==> src/bnlsky_pkg.sv <==
// Shared types, codes and helpers for the skyline window block.
// No dependencies; the top, datapath and controller in src import this package.
package bnlsky_pkg;

    // Operation requested by an input beat
    typedef enum logic [1:0] {
        FN_OFFER = 2'd0,
        FN_READ  = 2'd1,
        FN_CLEAR = 2'd2,
        FN_NONE  = 2'd3
    } t_func;

    // Result status codes
    typedef enum logic [2:0] {
        ST_ADDED     = 3'd0,
        ST_DOMINATED = 3'd1,
        ST_ZERO_SKIP = 3'd2,
        ST_FULL      = 3'd3,
        ST_ENTRY     = 3'd4,
        ST_EMPTY     = 3'd5,
        ST_CLEARED   = 3'd6
    } t_status;

    // Controller states
    typedef enum logic [2:0] {
        S_IDLE,
        S_SCAN,
        S_RD_ISSUE,
        S_RD_DATA,
        S_FINISH
    } t_state;

    // Commands from controller to datapath
    typedef struct packed {
        logic    load_in;   // latch point, rewind scan pointers
        logic    zero_inc;  // count a skipped all-zero point
        logic    clear;     // empty window and zero counter
        logic    rd_issue;  // read window entry at the read pointer
        logic    cmp_en;    // compare the entry read last cycle
        logic    resolve;   // commit compaction result
        logic    append;    // store the offered point after the kept entries
        logic    out_load;  // load the output register
        logic    out_entry; // result carries the entry just read
        logic    out_last;  // last flag for an entry result
        t_status out_status;
    } t_cmd;

    // Status from datapath to controller
    typedef struct packed {
        logic zero_skip;  // input point is all zero and skipping is on
        logic dominated;  // entry just read is <= offered point everywhere
        logic cmp_vld;    // read data is pending comparison
        logic rd_done;    // read pointer reached the window count
        logic kept_full;  // kept entries fill the window
        logic count_zero; // window is empty
        logic out_free;   // output register can take a result
    } t_stat;

    // True if a is less than or equal to b in every 8-bit coordinate
    function automatic logic all_le(input logic [63:0] a, input logic [63:0] b);
        logic ok;
        ok = 1'b1;
        for (int i = 0; i < 8; i++) begin
            if (a[8*i +: 8] > b[8*i +: 8]) ok = 1'b0;
        end
        return ok;
    endfunction

endpackage

==> src/bnl_skyline_window_top.sv <==
// Top level of the skyline window block: controller plus datapath.
// Depends on bnlsky_pkg, bnlsky_ctrl, bnlsky_dp (which holds bnlsky_ram).
//
// Keeps up to WINDOW mutually non-dominated points (smaller is better) in a
// RAM with one write port and one registered read port, and works on one
// input beat at a time. An offered point is compared against the window one
// entry per cycle through the RAM read port, with survivors compacted in
// place on the write port. Its result is loaded once the output register is
// free, and the controller then returns to idle to take the next beat; the
// scan ends early when an entry dominates the point. A readout reads each
// entry from RAM, then loads it into the output register once that is free;
// a clear or skipped zero point loads its result the same way. Results sit in
// an output register, so a new beat is accepted while the last result still
// waits. skip_zero is written through i_cfg_we / i_cfg_wdata and resets to 1.
// Window RAM contents are undefined after reset; the window count alone says
// which entries are live.
module bnl_skyline_window_top #(
    parameter int WINDOW = 64,
    parameter int DIMS   = 8
) (
    input  logic        i_clk,
    input  logic        i_rst_n,
    input  logic        i_in_valid,
    output logic        o_in_ready,
    input  logic [1:0]  i_func,
    input  logic [63:0] i_point,
    input  logic        i_cfg_we,
    input  logic        i_cfg_wdata,
    output logic        o_out_valid,
    input  logic        i_out_ready,
    output logic [2:0]  o_status,
    output logic [63:0] o_entry_point,
    output logic        o_entry_last,
    output logic [6:0]  o_skyline_count,
    output logic [6:0]  o_removed_count,
    output logic [15:0] o_zero_total
);
    import bnlsky_pkg::*;

    t_cmd  cmd;
    t_stat stat;

    bnlsky_ctrl u_ctrl (
        .i_clk      (i_clk),
        .i_rst_n    (i_rst_n),
        .i_in_valid (i_in_valid),
        .o_in_ready (o_in_ready),
        .i_func     (i_func),
        .i_stat     (stat),
        .o_cmd      (cmd)
    );

    bnlsky_dp #(
        .WINDOW (WINDOW),
        .DIMS   (DIMS)
    ) u_dp (
        .i_clk           (i_clk),
        .i_rst_n         (i_rst_n),
        .i_cmd           (cmd),
        .o_stat          (stat),
        .i_point         (i_point),
        .i_cfg_we        (i_cfg_we),
        .i_cfg_wdata     (i_cfg_wdata),
        .i_out_ready     (i_out_ready),
        .o_out_valid     (o_out_valid),
        .o_status        (o_status),
        .o_entry_point   (o_entry_point),
        .o_entry_last    (o_entry_last),
        .o_skyline_count (o_skyline_count),
        .o_removed_count (o_removed_count),
        .o_zero_total    (o_zero_total)
    );

endmodule

==> src/bnlsky_ram.sv <==
// Generic single-port-write, single-port-read RAM with registered read data.
// No dependencies.
module bnlsky_ram #(
    parameter int WIDTH = 64,
    parameter int DEPTH = 64
) (
    input  logic                     i_clk,
    input  logic                     i_we,
    input  logic [$clog2(DEPTH)-1:0] i_waddr,
    input  logic [WIDTH-1:0]         i_wdata,
    input  logic                     i_re,
    input  logic [$clog2(DEPTH)-1:0] i_raddr,
    output logic [WIDTH-1:0]         o_rdata
);

    logic [WIDTH-1:0] r_mem [DEPTH];
    logic [WIDTH-1:0] r_rdata;

    // Write port
    always_ff @(posedge i_clk) begin
        if (i_we) r_mem[i_waddr] <= i_wdata;
    end

    // Registered read port; data holds until the next read
    always_ff @(posedge i_clk) begin
        if (i_re) r_rdata <= r_mem[i_raddr];
    end

    assign o_rdata = r_rdata;

endmodule

==> src/bnlsky_dp.sv <==
// Datapath of the skyline window: window RAM, scan pointers, counters,
// config register and output register. Depends on bnlsky_pkg, bnlsky_ram.
module bnlsky_dp #(
    parameter int WINDOW = 64,
    parameter int DIMS   = 8
) (
    input  logic                i_clk,
    input  logic                i_rst_n,
    input  bnlsky_pkg::t_cmd    i_cmd,
    output bnlsky_pkg::t_stat   o_stat,
    input  logic [63:0]         i_point,
    input  logic                i_cfg_we,
    input  logic                i_cfg_wdata,
    input  logic                i_out_ready,
    output logic                o_out_valid,
    output logic [2:0]          o_status,
    output logic [63:0]         o_entry_point,
    output logic                o_entry_last,
    output logic [6:0]          o_skyline_count,
    output logic [6:0]          o_removed_count,
    output logic [15:0]         o_zero_total
);
    import bnlsky_pkg::*;

    localparam int AW = $clog2(WINDOW);
    localparam int CW = $clog2(WINDOW + 1);
    localparam int PB = 8 * DIMS;
    localparam logic [63:0] MASK = (PB >= 64) ? {64{1'b1}} : ((64'd1 << PB) - 64'd1);
    localparam logic [CW-1:0] WIN_C = CW'(WINDOW);

    logic [63:0]   r_pt;
    logic [CW-1:0] r_rd_idx;
    logic [CW-1:0] r_kept;
    logic          r_cmp_vld;
    logic [CW-1:0] r_count;
    logic [CW-1:0] r_removed;
    logic [15:0]   r_zero;
    logic          r_skip;

    logic          r_out_vld;
    logic [2:0]    r_o_status;
    logic [63:0]   r_o_entry;
    logic          r_o_last;
    logic [6:0]    r_o_sky;
    logic [6:0]    r_o_rem;
    logic [15:0]   r_o_zero;

    logic [63:0]   ram_rdata;
    logic          ram_we;
    logic [63:0]   ram_wdata;
    logic          pt_beats;
    logic          ent_dom;

    // Dominance tests between the offered point and the entry read
    assign ent_dom  = all_le(ram_rdata, r_pt);
    assign pt_beats = all_le(r_pt, ram_rdata);

    // Compaction writes surviving entries down to the kept pointer
    assign ram_we    = (i_cmd.cmp_en && !pt_beats) || i_cmd.append;
    assign ram_wdata = i_cmd.append ? r_pt : ram_rdata;

    bnlsky_ram #(
        .WIDTH (64),
        .DEPTH (WINDOW)
    ) u_win (
        .i_clk   (i_clk),
        .i_we    (ram_we),
        .i_waddr (r_kept[AW-1:0]),
        .i_wdata (ram_wdata),
        .i_re    (i_cmd.rd_issue),
        .i_raddr (r_rd_idx[AW-1:0]),
        .o_rdata (ram_rdata)
    );

    // Status toward the controller
    always_comb begin
        o_stat.zero_skip  = r_skip && ((i_point & MASK) == 64'd0);
        o_stat.dominated  = r_cmp_vld && ent_dom;
        o_stat.cmp_vld    = r_cmp_vld;
        o_stat.rd_done    = (r_rd_idx == r_count);
        o_stat.kept_full  = (r_kept == WIN_C);
        o_stat.count_zero = (r_count == '0);
        o_stat.out_free   = !r_out_vld || i_out_ready;
    end

    // Latch point and advance scan pointers
    always_ff @(posedge i_clk) begin
        if (i_cmd.load_in) begin
            r_pt <= i_point & MASK;
        end
    end

    always_ff @(posedge i_clk) begin
        if (!i_rst_n) begin
            r_rd_idx  <= '0;
            r_kept    <= '0;
            r_cmp_vld <= 1'b0;
        end else if (i_cmd.load_in) begin
            r_rd_idx  <= '0;
            r_kept    <= '0;
            r_cmp_vld <= 1'b0;
        end else begin
            r_cmp_vld <= i_cmd.rd_issue;
            if (i_cmd.rd_issue) r_rd_idx <= r_rd_idx + 1'b1;
            if (i_cmd.cmp_en && !pt_beats) r_kept <= r_kept + 1'b1;
        end
    end

    // Window count and removed count
    always_ff @(posedge i_clk) begin
        if (!i_rst_n) begin
            r_count   <= '0;
            r_removed <= '0;
        end else if (i_cmd.clear) begin
            r_count   <= '0;
            r_removed <= '0;
        end else if (i_cmd.load_in) begin
            r_removed <= '0;
        end else if (i_cmd.resolve) begin
            r_removed <= r_count - r_kept;
            r_count   <= i_cmd.append ? r_kept + 1'b1 : r_kept;
        end
    end

    // Saturating zero-point counter
    always_ff @(posedge i_clk) begin
        if (!i_rst_n) begin
            r_zero <= '0;
        end else if (i_cmd.clear) begin
            r_zero <= '0;
        end else if (i_cmd.zero_inc && r_zero != 16'hFFFF) begin
            r_zero <= r_zero + 16'd1;
        end
    end

    // Config register
    always_ff @(posedge i_clk) begin
        if (!i_rst_n) begin
            r_skip <= 1'b1;
        end else if (i_cfg_we) begin
            r_skip <= i_cfg_wdata;
        end
    end

    // Output register: hold until taken
    always_ff @(posedge i_clk) begin
        if (!i_rst_n) begin
            r_out_vld <= 1'b0;
        end else if (i_cmd.out_load) begin
            r_out_vld <= 1'b1;
        end else if (i_out_ready) begin
            r_out_vld <= 1'b0;
        end
    end

    always_ff @(posedge i_clk) begin
        if (i_cmd.out_load) begin
            r_o_status <= i_cmd.out_status;
            r_o_entry  <= i_cmd.out_entry ? ram_rdata : 64'd0;
            r_o_last   <= i_cmd.out_entry ? i_cmd.out_last : 1'b1;
            r_o_sky    <= 7'(r_count);
            r_o_rem    <= 7'(r_removed);
            r_o_zero   <= r_zero;
        end
    end

    assign o_out_valid     = r_out_vld;
    assign o_status        = r_o_status;
    assign o_entry_point   = r_o_entry;
    assign o_entry_last    = r_o_last;
    assign o_skyline_count = r_o_sky;
    assign o_removed_count = r_o_rem;
    assign o_zero_total    = r_o_zero;

endmodule

==> src/bnlsky_ctrl.sv <==
// Controller state machine of the skyline window: sequences offer scans,
// readout and result delivery. Depends on bnlsky_pkg.
module bnlsky_ctrl (
    input  logic              i_clk,
    input  logic              i_rst_n,
    input  logic              i_in_valid,
    output logic              o_in_ready,
    input  logic [1:0]        i_func,
    input  bnlsky_pkg::t_stat i_stat,
    output bnlsky_pkg::t_cmd  o_cmd
);
    import bnlsky_pkg::*;

    t_state  r_state, n_state;
    t_status r_res, n_res;
    t_func   func;
    logic    acc;

    assign func       = t_func'(i_func);
    assign o_in_ready = (r_state == S_IDLE);
    assign acc        = i_in_valid && (r_state == S_IDLE);

    // State and pending result code
    always_ff @(posedge i_clk) begin
        if (!i_rst_n) begin
            r_state <= S_IDLE;
            r_res   <= ST_ADDED;
        end else begin
            r_state <= n_state;
            r_res   <= n_res;
        end
    end

    // Next state and commands
    always_comb begin
        n_state = r_state;
        n_res   = r_res;
        o_cmd   = '0;
        o_cmd.out_status = r_res;
        case (r_state)
            S_IDLE: begin
                if (acc) begin
                    case (func)
                        FN_OFFER: begin
                            o_cmd.load_in = 1'b1;
                            if (i_stat.zero_skip) begin
                                o_cmd.zero_inc = 1'b1;
                                n_res   = ST_ZERO_SKIP;
                                n_state = S_FINISH;
                            end else begin
                                n_state = S_SCAN;
                            end
                        end
                        FN_READ: begin
                            o_cmd.load_in = 1'b1;
                            if (i_stat.count_zero) begin
                                n_res   = ST_EMPTY;
                                n_state = S_FINISH;
                            end else begin
                                n_state = S_RD_ISSUE;
                            end
                        end
                        FN_CLEAR: begin
                            o_cmd.clear = 1'b1;
                            n_res   = ST_CLEARED;
                            n_state = S_FINISH;
                        end
                        default: begin
                            // unused code: drop the beat
                            n_state = S_IDLE;
                        end
                    endcase
                end
            end
            S_SCAN: begin
                if (i_stat.dominated) begin
                    // window is an antichain, so nothing was removed so far
                    n_res   = ST_DOMINATED;
                    n_state = S_FINISH;
                end else if (i_stat.rd_done && !i_stat.cmp_vld) begin
                    o_cmd.resolve = 1'b1;
                    if (i_stat.kept_full) begin
                        n_res = ST_FULL;
                    end else begin
                        o_cmd.append = 1'b1;
                        n_res = ST_ADDED;
                    end
                    n_state = S_FINISH;
                end else begin
                    o_cmd.rd_issue = !i_stat.rd_done;
                    o_cmd.cmp_en   = i_stat.cmp_vld;
                end
            end
            S_RD_ISSUE: begin
                o_cmd.rd_issue = 1'b1;
                n_state = S_RD_DATA;
            end
            S_RD_DATA: begin
                if (i_stat.out_free) begin
                    o_cmd.out_load   = 1'b1;
                    o_cmd.out_entry  = 1'b1;
                    o_cmd.out_last   = i_stat.rd_done;
                    o_cmd.out_status = ST_ENTRY;
                    n_state = i_stat.rd_done ? S_IDLE : S_RD_ISSUE;
                end
            end
            S_FINISH: begin
                if (i_stat.out_free) begin
                    o_cmd.out_load = 1'b1;
                    n_state = S_IDLE;
                end
            end
            default: begin
                n_state = S_IDLE;
            end
        endcase
    end

endmodule

==> config.mk <==
export PLATFORM = sky130hd
export DESIGN_NAME = bnl_skyline_window_top
export DESIGN_NICKNAME = d
export VERILOG_FILES = /design/src/bnlsky_pkg.sv /design/src/bnl_skyline_window_top.sv /design/src/bnlsky_ram.sv /design/src/bnlsky_dp.sv /design/src/bnlsky_ctrl.sv
export SDC_FILE = /design/constraint.sdc
export NUM_CORES = 2
export LEC_CHECK = 0
export BUFFER_PORTS_ARGS = -buffer_cell sky130_fd_sc_hd__buf_2
export CORE_UTILIZATION = 32
export DETAILED_ROUTE_END_ITERATION = 8
export GPL_TIMING_DRIVEN = 0
export PLACE_DENSITY_LB_ADDON = 0.1
export SLEW_MARGIN = 20
export SYNTH_ARGS = -nofsm -noshare
export SYNTH_HDL_FRONTEND = slang
export SYNTH_SLANG_ARGS = --single-unit
==> constraint.sdc <==
create_clock -name i_clk -period 9.2 [get_ports i_clk]
set_clock_uncertainty 0.2 [all_clocks]
set_input_delay 1.84 -clock i_clk [delete_from_list [all_inputs] [get_ports i_clk]]
set_output_delay 1.84 -clock i_clk [all_outputs]
set_load 0.02 [all_outputs]
==> results_dict.tcl <==
set metrics [dict create \
    status "finished, final reports clean" \
    worst_path_largest_cell_delay_ns 0.81 \
    synth_common_cells "edfxtp_1, mux4_2, clkbuf_1" \
    holdWs_ns 0.245 \
    crit_fanout 10 \
    min_period_ns 7.31 \
    synthMuxAreaShare_pct 18.2 \
    synthToLayoutAreaGrowth_pct 21.0 \
    synth-simple-area-share_pct 1.20 \
    worstSkewPairLatency_ns 1.04 \
    drv_cap 0 \
    clk_pin_slew_worst_paths_ns 0.06 \
    ant_nets 0 \
    yosys.cell_count.top_type "edfxtp_1" \
    hold_viol 0 \
    postLayoutCoreUtil_pct 38.9 \
    detailed_place.area_um2 187000 \
    r2r_cells 17 \
    cts_sinks 4375 \
    ir_drop_uv 190 \
    synth_top_area_share_pct 77.4 \
    synth-compound-area-share_pct 0.681 \
    portBuffers 170 \
    post_cts_buffers 0 \
    p_comb_share_pct 6.4 \
    multi_input_area_um2 35900 \
    seq_power_share_pct 50.8 \
    fmaxAchievable_ghz 0.137 \
    synth_area_um2 168000 \
    die_w_um 726 \
    grt_pass1_vias 84500 \
    row_count 265 \
    reg2reg_to "u_dp.u_win.r_mem[62][46]" \
    start_kind "flop" \
    seq_area_um2 131000 \
    die_h_um 726 \
    power_switching_mw 10.1 \
    hold_class "reg2reg" \
    cp_cell_sequence "buf_2, xor2_1, nor4_1, nand4_1, nor3_1, nand2_2, a21boi_1, buf_2, buf_2, nor3_2, buf_4, buf_4, buf_4, buf_4, buf_4, buf_4, buf_4" \
    clockPowerShare_pct 42.8 \
    crit_top_cell "buf_4" \
    start_util_pct 32.2 \
    drcViolationCount 0 \
    drive_above_1_share_pct 39.2 \
    synthCells 6872 \
    finalWeightedCongestion 0.759 \
    root_buffer "clkbuf_16" \
    antenna_found_initial 56 \
    fin_nets 8589 \
    core_region_area_um2 521000 \
    crit_path_end_kind "flop" \
    design_area_um2 203000 \
    holdPathEnd "u_dp.o_removed_count[1]" \
    drt_first_pass_iters 8 \
    numCtsBuffers 478 \
    detail_route.wl_per_cell_um 34.9 \
    ys_warn_count 0 \
    critPathSlowestCell "nand4_1" \
    p_int_mw 34.4 \
    wl_um 552000 \
    crit-reg2reg-launch "u_dp.r_rd_idx[0]" \
    path_class "reg2reg" \
    tns_ns 0 \
    num_vias 82600 \
    synth_ff_type "edfxtp_1" \
    relSlewSlack_pct 18.8 \
    worst_pin_slew_ns 1.22 \
    postCtsHoldBufs 0 \
    drt_first_iter_violations 8838 \
    p_total_mw 44.5 \
    grt_pass1_wl_um 743000 \
    cp.required_ns 9.71 \
    grt.total_usage_pct 20.6 \
    synth_top_family_by_area "multiplexers" \
    worstHoldPathCells 0 \
    ys_seq_area_share_pct 78.1 \
    hpwlAfterDp_um 417000 \
    worstPathArrival_ns 7.83 \
    path_buf_inv 10 \
    yosys.area_share.xor_xnor_pct 0.172 \
    overflow 0 \
    synthTopCellsByArea "edfxtp_1, mux4_2, dfxtp_1, ha_1, clkbuf_1" \
    pin_count 172 \
    grt_max_degree 65 \
    ys_seq_elements 4375 \
    crit_family "simple AND/OR/NAND/NOR gates" \
    rsz0062_at_grt "false" \
    p_sw_share_pct 22.7 \
    die-area_um2 527000 \
    syn_avg_cell_area_um2 24.4 \
    r2r_slack_ns 1.89 \
    synthArstFlopShare_pct 0 \
    fillCellCount 46700 \
    synth_cell_types 65 \
    maxSlewViolCount 0 \
    cts_resized 0 \
    htreeDepth 5 \
    cts.path.max_buffers 4 \
    post-route-period-util_pct 79.5 \
    p_per_area_nw_per_um2 219 \
    setup_viol 0 \
    syn_nets 7024 \
    synth-edff-count 4322 \
    vias_per_cell 5.22 \
    tritoncts "done" \
    synthAdderAreaFrac_pct 0.602 \
    synth_top_cell_by_area "edfxtp_1" \
    hp-start "u_dp.r_removed[1]" \
    p_leak_nw 63.3 \
]
-- power groups by stage --
| stage | Clock [mW] | Sequential (mW) | Combinational (mW) |
|---|---|---|---|
| floorplan | 0 | 23.1 | 1.40 |
| global placement | 0 | 23.2 | 2.44 |
| detailed placement | 0 | 23.0 | 2.91 |
| CTS | 19.5 | 22.6 | 2.91 |
| global route | 20.2 | 22.6 | 3.05 |
| finish | 19.0 | 22.6 | 2.86 |
-- cell families after synthesis --
| kind of cell | after synthesis |
|---|---|
| buffers and inverters | 435 |
| AO/OA/AOI/OAI | 188 |
| multiplexers | 1369 |
| adder cells (fa/ha/maj) | 80 |
| XOR/XNOR | 33 |
| AND/OR/NAND/NOR | 392 |
| flip-flops | 4375 |
-- metrics by stage --
stage / setup WS [ns] / std cells
finish: 1.89 / 15800
detailed placement: 1.95 / 14900
CTS: 1.90 / 15800
global placement: -11.29 / 14000
global route: 1.85 / 15800
floorplan: 1.80 / 6872
-- worst max-delay path by stage --
stage                           start                       end  slack, ns  cells past startpoint
2_1_floorplan  u_dp.u_win.o_rdata[25]    u_dp.u_win.r_mem[0][0]       1.80                     12
3_3_place_gp         u_dp.r_rd_idx[0]   u_dp.u_win.r_mem[8][60]     -11.29                     10
3_5_place_dp         u_dp.r_rd_idx[0]  u_dp.u_win.r_mem[62][48]       1.95                     17
4_1_cts              u_dp.r_rd_idx[0]  u_dp.u_win.r_mem[62][48]       1.90                     17
5_1_grt              u_dp.r_rd_idx[0]  u_dp.u_win.r_mem[62][47]       1.85                     17
6_report             u_dp.r_rd_idx[0]  u_dp.u_win.r_mem[62][46]       1.89                     17
-- metal layers --
metal | track usage, % | part of all wire (%)
met5 | 0 | 0.010
met2 | 33.5 | 48
met4 | 4.49 | 2.3
met3 | 3.54 | 6.2
met1 | 29.3 | 44
-- sequential cells by signal, indices dropped and copies added, names as in the netlist, 3 cells and up --
signal,flops
u_dp.u_win.r_mem,4096
u_dp.o_entry_point,64
u_dp.r_pt,64
u_dp.u_win.o_rdata,64
u_dp.o_zero_total,16
u_dp.r_zero,16
u_dp.o_removed_count,7
u_dp.o_skyline_count,7
u_dp.r_count,7
u_dp.r_kept,7
u_dp.r_rd_idx,7
u_dp.r_removed,7
u_ctrl.r_res,3
u_ctrl.r_state,3
u_dp.o_status,3
-- layout make-up --
| type | instances | area share (%) |
|---|---|---|
| Antenna cell | 38 | 0.0469 |
| Buffer | 350 | 0.798 |
| Clock buffer | 566 | 6.10 |
| Clock inverter | 325 | 1.53 |
| Inverter | 85 | 0.157 |
| Multi-Input combinational cell | 2062 | 17.7 |
| Sequential cell | 4375 | 64.5 |
| Tap cell | 6942 | 4.28 |
| Timing Repair Buffer | 1085 | 4.86 |
-- cell usage in the layout (no fill, tap or decap), types with 26 or more instances in the layout --
master | netlist | final
diode_2 | 0 | 38
a21oi_1 | 57 | 57
buf_2 | 115 | 306
clkbuf_1 | 189 | 206
mux4_2 | 1344 | 1344
buf_12 | 0 | 31
buf_16 | 0 | 69
edfxtp_1 | 4322 | 4322
ha_1 | 79 | 79
clkinv_2 | 0 | 108
clkbuf_16 | 0 | 479
clkinv_1 | 3 | 124
clkbuf_2 | 0 | 54
inv_1 | 80 | 80
nand4_1 | 26 | 26
nor3_2 | 1 | 66
nor2_1 | 40 | 39
nor4_1 | 37 | 28
nand2_1 | 92 | 90
nand3_1 | 38 | 38
and2_1 | 47 | 47
buf_4 | 0 | 725
dfxtp_1 | 53 | 53
bufinv_16 | 0 | 46
o21ai_4 | 0 | 44
buf_6 | 2 | 93
(Power assumes the default switching activity.)
